### src/hdl/mftach_pkg.sv
`timescale 1ns / 1ps
// shared types and constants of the multi-fan tachometer
package mftach_pkg;

	// fan channel count default
	localparam int FANS_DEFAULT = 4;

	// field widths
	localparam int OP_W    = 2;
	localparam int FAN_W   = 4;
	localparam int RPM_W   = 32;
	localparam int TIME_W  = 32;
	localparam int COUNT_W = 16;
	localparam int WIN_W   = 16;
	localparam int MULT_W  = 4;

	// configuration port
	localparam int CFG_IW = 1;
	localparam int CFG_DW = 16;
	localparam logic [CFG_IW-1:0] CFG_IDX_WINDOW = 1'd0;
	localparam logic [CFG_IW-1:0] CFG_IDX_MULT   = 1'd1;
	localparam logic [WIN_W-1:0]  WINDOW_RESET   = 16'd1000;
	localparam logic [MULT_W-1:0] MULT_RESET     = 4'd4;

	// item opcodes
	localparam logic [OP_W-1:0] OP_TICK = 2'd0;
	localparam logic [OP_W-1:0] OP_EDGE = 2'd1;
	localparam logic [OP_W-1:0] OP_READ = 2'd2;

	// rpm arithmetic
	localparam logic [COUNT_W-1:0] RPM_SCALE = 16'd60000;
	localparam logic [COUNT_W-1:0] COUNT_MAX = 16'hFFFF;
	localparam logic [RPM_W-1:0]   RPM_MAX   = 32'hFFFF_FFFF;
	localparam int NUM_W     = 36;
	localparam int DIV_STEPS = NUM_W;
	localparam int DIV_CW    = $clog2(DIV_STEPS);

	// per-fan state entry
	typedef struct packed {
		logic [TIME_W-1:0]  win_start;
		logic [COUNT_W-1:0] pulse_cnt;
		logic [COUNT_W-1:0] latch_cnt;
		logic [TIME_W-1:0]  latch_dur;
	} fan_ent_t;

	// divider request and response
	typedef struct packed {
		logic              start;
		logic [NUM_W-1:0]  dividend;
		logic [TIME_W-1:0] divisor;
	} div_req_t;

	typedef struct packed {
		logic             busy;
		logic             done;
		logic [NUM_W-1:0] quotient;
	} div_rsp_t;

endpackage

### src/hdl/mftach_ifs.sv
`timescale 1ns / 1ps
// valid/ready channel interfaces for items and results
interface mftach_in_if;
	import mftach_pkg::*;
	logic             valid;
	logic             ready;
	logic [OP_W-1:0]  opcode;
	logic [FAN_W-1:0] fan_index;

	modport source (output valid, output opcode, output fan_index, input ready);
	modport sink (input valid, input opcode, input fan_index, output ready);
endinterface

interface mftach_out_if;
	import mftach_pkg::*;
	logic             valid;
	logic             ready;
	logic [RPM_W-1:0] rpm;
	logic [FAN_W-1:0] fan_echo;

	modport source (output valid, output rpm, output fan_echo, input ready);
	modport sink (input valid, input rpm, input fan_echo, output ready);
endinterface

### src/hdl/mftach_div.sv
`timescale 1ns / 1ps
// iterative restoring divider, one quotient bit per cycle
module mftach_div (
	input  logic                  clk,
	input  logic                  arst_n,
	input  mftach_pkg::div_req_t  req,
	output mftach_pkg::div_rsp_t  rsp
);
	import mftach_pkg::*;

	logic [NUM_W-1:0]  dvd_q;
	logic [TIME_W-1:0] rem_q;
	logic [TIME_W-1:0] dsr_q;
	logic [DIV_CW-1:0] cnt_q;
	logic              busy_q;
	logic              done_q;
	logic [TIME_W:0]   rem_sh;
	logic [TIME_W+1:0] diff;
	logic              ge;

	// one restoring step
	always_comb begin
		rem_sh = {rem_q, dvd_q[NUM_W-1]};
		diff   = {1'b0, rem_sh} - {2'b00, dsr_q};
		ge     = ~diff[TIME_W+1];
	end

	// control
	always_ff @(posedge clk or negedge arst_n) begin
		if (!arst_n) begin
			busy_q <= 1'b0;
			done_q <= 1'b0;
			cnt_q  <= '0;
		end else begin
			done_q <= 1'b0;
			if (req.start) begin
				busy_q <= 1'b1;
				cnt_q  <= '0;
			end else if (busy_q) begin
				if (cnt_q == DIV_CW'(DIV_STEPS - 1)) begin
					busy_q <= 1'b0;
					done_q <= 1'b1;
				end else begin
					cnt_q <= cnt_q + 1'b1;
				end
			end
		end
	end

	// datapath, quotient shifts in where the dividend shifts out
	always_ff @(posedge clk) begin
		if (req.start) begin
			dvd_q <= req.dividend;
			dsr_q <= req.divisor;
			rem_q <= '0;
		end else if (busy_q) begin
			dvd_q <= {dvd_q[NUM_W-2:0], ge};
			rem_q <= ge ? diff[TIME_W-1:0] : rem_sh[TIME_W-1:0];
		end
	end

	assign rsp.busy     = busy_q;
	assign rsp.done     = done_q;
	assign rsp.quotient = dvd_q;

endmodule

### src/hdl/multi_fan_tachometer_rpm_top.sv
`timescale 1ns / 1ps
// multi-fan tachometer: per-fan pulse windows in a state memory, rpm by division
// per item: tick advances time; edge does memory read and update; out-of-range read goes
// to the result register; valid-fan read does memory read, update, and at zero duration
// result register, else two multiply steps, divider launch, 36 divider steps, done, result
// register, and waits on a held result; one item at a time, the 36-step divider sets read rate
// reset: arst_n clears time, configuration to 1000 ms and x4, and all fan entries by valid bits
module multi_fan_tachometer_rpm_top #(
	parameter int FANS = mftach_pkg::FANS_DEFAULT
) (
	input  logic                              clk,
	input  logic                              arst_n,
	mftach_in_if.sink                         in_chan,
	mftach_out_if.source                      out_chan,
	input  logic                              cfg_we,
	input  logic [mftach_pkg::CFG_IW-1:0]     cfg_index,
	input  logic [mftach_pkg::CFG_DW-1:0]     cfg_data
);
	import mftach_pkg::*;

	localparam int FAN_AW = (FANS > 1) ? $clog2(FANS) : 1;

	typedef enum logic [2:0] {
		ST_IDLE,
		ST_RD,
		ST_MOD,
		ST_MUL1,
		ST_MUL2,
		ST_DIV,
		ST_OUT
	} state_t;

	state_t             state_q;
	logic [OP_W-1:0]    op_q;
	logic [FAN_W-1:0]   fan_q;
	logic [TIME_W-1:0]  now_q;
	logic [WIN_W-1:0]   window_q;
	logic [MULT_W-1:0]  mult_q;
	logic [COUNT_W-1:0] lc_q;
	logic [TIME_W-1:0]  ld_q;
	logic [TIME_W-1:0]  prod1_q;
	logic [NUM_W-1:0]   num_q;
	logic [RPM_W-1:0]   res_q;
	logic               out_v_q;
	logic [RPM_W-1:0]   out_rpm_q;
	logic [FAN_W-1:0]   out_fan_q;

	fan_ent_t           mem [FANS];
	logic [FANS-1:0]    vld_q;
	fan_ent_t           rd_q;
	logic               rd_vld_q;
	fan_ent_t           cur;
	fan_ent_t           upd;
	logic [COUNT_W-1:0] pc_inc;
	logic [TIME_W-1:0]  close_at;
	logic               mem_we;
	logic [FAN_AW-1:0]  addr;
	logic               in_fire;
	logic               in_fan_ok;
	logic               slot_free;
	div_req_t           div_req;
	div_rsp_t           div_rsp;

	assign addr      = fan_q[FAN_AW-1:0];
	assign in_fire   = in_chan.valid && in_chan.ready;
	assign in_fan_ok = {1'b0, in_chan.fan_index} < (FAN_W+1)'(FANS);
	assign slot_free = !out_v_q || out_chan.ready;
	assign mem_we    = (state_q == ST_MOD);

	assign in_chan.ready     = (state_q == ST_IDLE);
	assign out_chan.valid    = out_v_q;
	assign out_chan.rpm      = out_rpm_q;
	assign out_chan.fan_echo = out_fan_q;

	// configuration registers
	always_ff @(posedge clk or negedge arst_n) begin
		if (!arst_n) begin
			window_q <= WINDOW_RESET;
			mult_q   <= MULT_RESET;
		end else if (cfg_we) begin
			case (cfg_index)
				CFG_IDX_WINDOW: window_q <= cfg_data[WIN_W-1:0];
				CFG_IDX_MULT:   mult_q   <= cfg_data[MULT_W-1:0];
				default: ;
			endcase
		end
	end

	// entry update: count the edge, then close the window if due
	always_comb begin
		cur      = rd_vld_q ? rd_q : '0;
		pc_inc   = cur.pulse_cnt;
		if (op_q == OP_EDGE && cur.pulse_cnt != COUNT_MAX) begin
			pc_inc = cur.pulse_cnt + 1'b1;
		end
		upd           = cur;
		upd.pulse_cnt = pc_inc;
		close_at      = cur.win_start + TIME_W'(window_q);
		if (close_at < now_q) begin
			upd.latch_cnt = pc_inc;
			upd.latch_dur = now_q - cur.win_start;
			upd.win_start = now_q;
			upd.pulse_cnt = '0;
		end
	end

	// state memory, synchronous read and write-back
	always_ff @(posedge clk) begin
		if (state_q == ST_RD) begin
			rd_q <= mem[addr];
		end
		if (mem_we) begin
			mem[addr] <= upd;
		end
	end

	// entry valid bits
	always_ff @(posedge clk or negedge arst_n) begin
		if (!arst_n) begin
			vld_q    <= '0;
			rd_vld_q <= 1'b0;
		end else begin
			if (state_q == ST_RD) begin
				rd_vld_q <= vld_q[addr];
			end
			if (mem_we) begin
				vld_q[addr] <= 1'b1;
			end
		end
	end

	// divider launch once the numerator register holds the product
	always_comb begin
		div_req.start    = (state_q == ST_DIV) && !div_rsp.busy && !div_rsp.done;
		div_req.dividend = num_q;
		div_req.divisor  = ld_q;
	end

	mftach_div u_div (
		.clk    (clk),
		.arst_n (arst_n),
		.req    (div_req),
		.rsp    (div_rsp)
	);

	// sequencer and result register
	always_ff @(posedge clk or negedge arst_n) begin
		if (!arst_n) begin
			state_q   <= ST_IDLE;
			op_q      <= OP_TICK;
			fan_q     <= '0;
			now_q     <= '0;
			lc_q      <= '0;
			ld_q      <= '0;
			prod1_q   <= '0;
			num_q     <= '0;
			res_q     <= '0;
			out_v_q   <= 1'b0;
			out_rpm_q <= '0;
			out_fan_q <= '0;
		end else begin
			if (out_chan.valid && out_chan.ready) begin
				out_v_q <= 1'b0;
			end
			case (state_q)
				ST_IDLE: begin
					if (in_fire) begin
						op_q  <= in_chan.opcode;
						fan_q <= in_chan.fan_index;
						res_q <= '0;
						case (in_chan.opcode)
							OP_TICK: now_q <= now_q + 1'b1;
							OP_EDGE: begin
								if (in_fan_ok) begin
									state_q <= ST_RD;
								end
							end
							OP_READ: state_q <= in_fan_ok ? ST_RD : ST_OUT;
							default: ;
						endcase
					end
				end
				ST_RD: state_q <= ST_MOD;
				ST_MOD: begin
					lc_q <= upd.latch_cnt;
					ld_q <= upd.latch_dur;
					if (op_q != OP_READ) begin
						state_q <= ST_IDLE;
					end else if (upd.latch_dur == '0) begin
						state_q <= ST_OUT;
					end else begin
						state_q <= ST_MUL1;
					end
				end
				ST_MUL1: begin
					prod1_q <= TIME_W'(RPM_SCALE) * TIME_W'(lc_q);
					state_q <= ST_MUL2;
				end
				ST_MUL2: begin
					num_q   <= NUM_W'(prod1_q) * NUM_W'(mult_q);
					state_q <= ST_DIV;
				end
				ST_DIV: begin
					if (div_rsp.done) begin
						if (div_rsp.quotient[NUM_W-1:RPM_W] != '0) begin
							res_q <= RPM_MAX;
						end else begin
							res_q <= div_rsp.quotient[RPM_W-1:0];
						end
						state_q <= ST_OUT;
					end
				end
				ST_OUT: begin
					if (slot_free) begin
						out_v_q   <= 1'b1;
						out_rpm_q <= res_q;
						out_fan_q <= fan_q;
						state_q   <= ST_IDLE;
					end
				end
				default: state_q <= ST_IDLE;
			endcase
		end
	end

	// divider is never restarted while it runs
	a_div_start_idle: assert property (@(posedge clk) disable iff (!arst_n)
		div_req.start |-> !div_rsp.busy)
		else $error("divider started while busy");

	// a memory read is always followed by its write-back
	a_rd_then_mod: assert property (@(posedge clk) disable iff (!arst_n)
		(state_q == ST_RD) |=> (state_q == ST_MOD))
		else $error("memory read not followed by update");

	// only in-range fans touch the state memory
	a_we_fan_ok: assert property (@(posedge clk) disable iff (!arst_n)
		mem_we |-> ({1'b0, fan_q} < (FAN_W+1)'(FANS)))
		else $error("state memory write for out-of-range fan");

	// divider completes only while the sequencer waits for it
	a_done_in_div: assert property (@(posedge clk) disable iff (!arst_n)
		div_rsp.done |-> (state_q == ST_DIV))
		else $error("divider result outside divide state");

endmodule

### src/flat_wrapper.sv
// flat-port wrapper written by rule: the top's interface ports become plain ports
module multi_fan_tachometer_rpm_top_flat import mftach_pkg::*;
#(
	parameter int FANS = mftach_pkg::FANS_DEFAULT
)
  (clk, arst_n, cfg_we, cfg_index, cfg_data, in_chan_valid, in_chan_opcode, in_chan_fan_index, in_chan_ready, out_chan_valid, out_chan_rpm, out_chan_fan_echo, out_chan_ready);
  mftach_in_if in_chan_i ();
  mftach_out_if out_chan_i ();
  input  logic clk;
  input  logic arst_n;
  input  logic cfg_we;
  input  logic [mftach_pkg::CFG_IW-1:0] cfg_index;
  input  logic [mftach_pkg::CFG_DW-1:0] cfg_data;
  input wire logic [$bits(in_chan_i.valid)-1:0] in_chan_valid;
  input wire logic [$bits(in_chan_i.opcode)-1:0] in_chan_opcode;
  input wire logic [$bits(in_chan_i.fan_index)-1:0] in_chan_fan_index;
  output wire logic [$bits(in_chan_i.ready)-1:0] in_chan_ready;
  output wire logic [$bits(out_chan_i.valid)-1:0] out_chan_valid;
  output wire logic [$bits(out_chan_i.rpm)-1:0] out_chan_rpm;
  output wire logic [$bits(out_chan_i.fan_echo)-1:0] out_chan_fan_echo;
  input wire logic [$bits(out_chan_i.ready)-1:0] out_chan_ready;
  assign in_chan_i.valid = in_chan_valid;
  assign in_chan_i.opcode = in_chan_opcode;
  assign in_chan_i.fan_index = in_chan_fan_index;
  assign in_chan_ready = in_chan_i.ready;
  assign out_chan_valid = out_chan_i.valid;
  assign out_chan_rpm = out_chan_i.rpm;
  assign out_chan_fan_echo = out_chan_i.fan_echo;
  assign out_chan_i.ready = out_chan_ready;
  multi_fan_tachometer_rpm_top #(.FANS(FANS)) u_core (.clk(clk), .arst_n(arst_n), .in_chan(in_chan_i), .out_chan(out_chan_i), .cfg_we(cfg_we), .cfg_index(cfg_index), .cfg_data(cfg_data));
endmodule
### config.mk
export PLATFORM = sky130hd
export DESIGN_NAME = multi_fan_tachometer_rpm_top_flat
export DESIGN_NICKNAME = d
export VERILOG_FILES = /design/src/hdl/mftach_pkg.sv /design/src/hdl/mftach_ifs.sv /design/src/hdl/mftach_div.sv /design/src/hdl/multi_fan_tachometer_rpm_top.sv /design/src/flat_wrapper.sv
export SDC_FILE = /design/constraint.sdc
export NUM_CORES = 2
export LEC_CHECK = 0
export ABC_CLOCK_PERIOD_IN_PS = 7900
export BUFFER_PORTS_ARGS = -buffer_cell sky130_fd_sc_hd__buf_2
export CAP_MARGIN = 20
export CORE_ASPECT_RATIO = 0.6
export CORE_UTILIZATION = 45
export CTS_CLUSTER_DIAMETER = 50
export DETAILED_ROUTE_END_ITERATION = 8
export PLACE_DENSITY_LB_ADDON = 0.1
export SYNTH_ARGS = -nofsm -noshare
export SYNTH_HDL_FRONTEND = slang
export SYNTH_SLANG_ARGS = --single-unit
### constraint.sdc
create_clock -name clk -period 7.9 [get_ports clk]
set_input_delay 1.58 -clock clk [delete_from_list [all_inputs] [get_ports clk]]
set_output_delay 1.58 -clock clk [all_outputs]
set_load 0.02 [all_outputs]
==> metrics.md <==
| Metric | Value |
|---|---|
| Post-synthesis mux area share | 7.97% |
| Nets | 3935 |
| Status | finished clean |
| Routed WL | 106 mm |
| CP startpoint kind | register |
| Routed via count | 27700 |
| Die height | 242 um |
| Post-synthesis compound-gate area fraction | 9.01% |
| Synth area leaders | edfxtp_1 (38%), dfrtp_1 (14%), ha_1 (6.6%), fa_1 (5.3%), mux4_2 (5.0%) |
| Adder-Cell Fraction of Synth Area | 11.8% |
| DRT Pass-1 Iters | 8 |
| Critical path depth | 26 |
| Main combinational cell family by area after synthesis | adder cells |
| Max incr delay on CP | 530 ps |
| Ys async rst share | 30.0% |
| CP bufs+invs | 1 |
| Sequential area share after synthesis | 53.8% |
| Number of max-cap violations | 0 |
| Leakage | 19.7 nW |
| # setup viols final | 0 |
| Maximum vdd drop | 0.536 mV |
| Die W | 403 um |
| Synth Area in Simple Gates | 10.8% |
| Met1 WL | 55.6 mm |
| Clock Root Buffer | clkbuf_16 |
| Worst EP required | 8510 ps |
| DP Area | 45100 um2 |
| H-tree depth | 3 |
| Fill count | 8220 |
| Setup TNS | 0 ps |
| Starting DRC count in detailed routing | 2324 |
| Synth Cell Area | 43300 um2 |
| Final-report max-slew violation count | 0 |
| Skew-Pair Late Insertion Delay | 670 ps |
| Yosys cell types | 107 |
| CTS max path bufs | 3 |
| Worst R2R Path Depth | 26 |
| Total power per unit cell area | 474 nW/um2 |
| Clk slew on worst S/H paths | 70 ps |
| Crit share post-route | 89.2% |
| Nature of the critical path endpoint | register |
| Row count | 87 |
| GRT overflow | 0 |
| Worst EP arrival | 7660 ps |
| Max FO, Critical Path | 35 |
| Core Area | 94700 um2 |
| Worst hold path class | reg2reg |
| Vias in the first global route | 27100 |
| Initial Util | 45.8% |
| DPL Wire Length | 72.4 mm |
| Yosys top cell area share | 38.0% |
| Minimum clock period | 7050 ps |
| GRT Total Usage | 21.8% |
| Fmax | 142 MHz |
| Syn avg cell area | 12.4 um2 |
| Resized cells post-CTS | 0 |
| Flop-to-flop setup slack | 850 ps |
| Largest net degree at the start of global routing | 115 |
| Register Area | 23300 um2 |
| Max Used Layer | met5 |
| DR WL/cell | 21.7 um |
| Worst setup path class | reg2reg |
| Number of port buffers | 65 |
| Post-synth top area cell | edfxtp_1 |
| Area occupied by multi-input gates | 18700 um2 |
| Remaining DRCs | 0 |
| Die area | 97600 um2 |
| Post-Synthesis Cells | 3509 |
| RSZ-0062 raised after global routing | no |
| Share of layout cells above drive strength 1 | 14.5% |
| CTS tree | done |
| Synth Area in XOR/XNOR | 3.41% |
| Placer Congestion | 0.935 |
| Post-CTS Hold Buffers | 0 |
| CP max-delay cell | dfrtp_4 |
| Mapped Nets | 3879 |
| DR vias/cell | 5.68 |
| Worst Hold Path EP | u_core.u_div.dsr_q[6]$_DFFE_PP_ |
| Initial antenna violation count | 2 |
| Metal3 WL | 6.71 mm |
| Metal2 WL | 41.6 mm |
| EDFF count, synth | 548 |
| Hold-critical path depth | 0 |
| Post-DRT Antenna Nets | 0 |
| Most used DFF post-synth | edfxtp_1 |
| Reg-to-Reg Start | u_core.rd_vld_q$_DFFE_PN0P_ |
| Yosys warns | 0 |
| Worst slew pin tran | 1070 ps |
| TritonCTS buffer count | 85 |
| IO Pins | 66 |
| Post-CTS Setup Bufs | 0 |
| Area growth syn-to-layout | 10.8% |
| Design area | 48000 um2 |
| Reg-to-reg endpoint | u_core.state_q[2]$_DFFE_PN0P_ |
| First-pass GRT wire length | 164 mm |
| Worst Min Path Start | u_core.ld_q[6]$_DFFE_PN0P_ |
| Flops & latches, synth | 829 |
| Clk_skew | 34.6 ps |
| Most frequent CP cell | o21ai_1 |
| Clk sinks | 829 |
| Hold Vio Cnt, Final | 0 |
| Delay-heaviest family, CP | compound AO/OA/AOI/OAI gates |
| Max-slew headroom | 28.9% |
[flip-flops by register name (all words and copies together), names as in the netlist, 27 cells and up]
register / flops
u_core.num_q: 31
u_core.now_q: 32
u_core.u_div.rem_q: 32
u_core.prod1_q: 27
u_core.rd_q: 96
u_core.u_div.dvd_q: 36
u_core.u_div.dsr_q: 32
u_core.ld_q: 32
u_core.res_q: 32
u_core.out_chan.rpm: 32
u_core.mem: 384
[final cells by class]
| class | instances | share of cell area [%] |
|---|---|---|
| multi-input combinational | 2332 | 39.0 |
| clock inverter | 49 | 1.06 |
| sequential | 829 | 48.6 |
| antenna | 1 | 0.00521 |
| tap | 1246 | 3.24 |
| inverter | 210 | 1.64 |
| timing repair buffer | 107 | 1.58 |
| clock buffer | 109 | 4.87 |
[through the flow]
stage | total power, W | util [%] | hold slack, ps | worst slack, ps | std cells
after floorplan | 0.0156 | - | 425 | 1150 | 3509
after global placement | 0.0185 | 47.6 | 436 | 1120 | 4721
after detailed placement | 0.0187 | 47.7 | 429 | 968 | 4722
after CTS | 0.0230 | 50.7 | 446 | 948 | 4880
after global routing | 0.0246 | 50.7 | 457 | 373 | 4882
final | 0.0228 | 50.7 | 445 | 850 | 4883
[worst reg2reg max path, stage by stage, from the launching register on]
cell       delay, ps
dfrtp_4          530
and2_1           210
ha_1             200
inv_1             80
fa_1             200
nor2b_1           60
o21ai_1          170
a21boi_1         140
o41ai_1          530
o21ai_1          220
o41ai_2          490
o21ai_1          230
a41o_1           310
nand4_1          180
or4_1            130
o21ai_0           80
ha_1             340
nand4_2          110
nor4_2           400
nand3_1          180
a211oi_2         310
or3_4            450
o21ai_0          420
a2111oi_4        290
nand4_1          260
nor4_1           310
o31a_1           150
[per-layer routing]
layer  vias to the layer above  track usage [%]
li1                      12800                -
met1                     14100             36.2
met2                       724             28.6
met3                       115             4.49
met4                         2             4.67
met5                         -                0
[cell usage in the layout, fill, tap and decap left out, types with 19 or more instances in the layout]
| cell type | n |
|---|---|
| buf_2 | 64 |
| xnor2_1 | 101 |
| inv_1 | 209 |
| nand2_1 | 502 |
| dfrtp_1 | 239 |
| o21ai_1 | 19 |
| nor2_1 | 122 |
| a31oi_1 | 19 |
| nor3_1 | 67 |
| a21oi_1 | 148 |
| xor2_1 | 64 |
| nand3_1 | 64 |
| nand2b_1 | 33 |
| dfxtp_1 | 32 |
| buf_4 | 35 |
| mux4_2 | 97 |
| o21ai_0 | 186 |
| clkbuf_16 | 87 |
| o21a_1 | 29 |
| and3_1 | 32 |
| a21o_1 | 49 |
| ha_1 | 228 |
| nand4_1 | 21 |
| edfxtp_1 | 548 |
| and2_1 | 57 |
| mux2_2 | 104 |
| fa_1 | 114 |
[cells by family (layout without fill, tap and decap cells)]
family	Yosys count	count (layout)
fa+ha+maj	342	342
other cells	0	1
flops	829	829
simple gates	1005	1005
xor+xnor	167	167
buf+inv	348	475
mux	211	211
compound gates	607	607
[cells in the mapped netlist (64+ instances only)]
master	count
edfxtp_1	548
o21ai_0	186
fa_1	114
nand3_1	64
dfrtp_1	242
xnor2_1	101
nand2_1	502
mux4_2	97
ha_1	228
inv_1	209
nor2_1	125
a21oi_1	148
xor2_1	64
mux2_2	104
clkbuf_1	88
nor3_1	69
[where the power goes]
group          switching, W  total [W]  leakage [nW]  internal, W
sequential         0.000934    0.00727          8.52      0.00633
combinational       0.00672     0.0114          9.82      0.00468
clock               0.00178    0.00413          1.39      0.00235
total               0.00944     0.0228          19.7       0.0134
[worst max-delay path by stage]
| stage | slack, ps | startpoint | endpoint |
|---|---|---|---|
| floorplan | 1150 | u_core.rd_vld_q$_DFFE_PN0P_ | u_core.state_q[2]$_DFFE_PN0P_ |
| global placement | 1120 | u_core.rd_vld_q$_DFFE_PN0P_ | u_core.state_q[2]$_DFFE_PN0P_ |
| detailed placement | 970 | u_core.rd_vld_q$_DFFE_PN0P_ | u_core.state_q[2]$_DFFE_PN0P_ |
| CTS | 950 | u_core.rd_vld_q$_DFFE_PN0P_ | u_core.state_q[2]$_DFFE_PN0P_ |
| global route | 370 | u_core.rd_vld_q$_DFFE_PN0P_ | u_core.state_q[0]$_DFFE_PN0P_ |
| finish | 850 | u_core.rd_vld_q$_DFFE_PN0P_ | u_core.state_q[2]$_DFFE_PN0P_ |
Power figures use the tool's default switching activity.
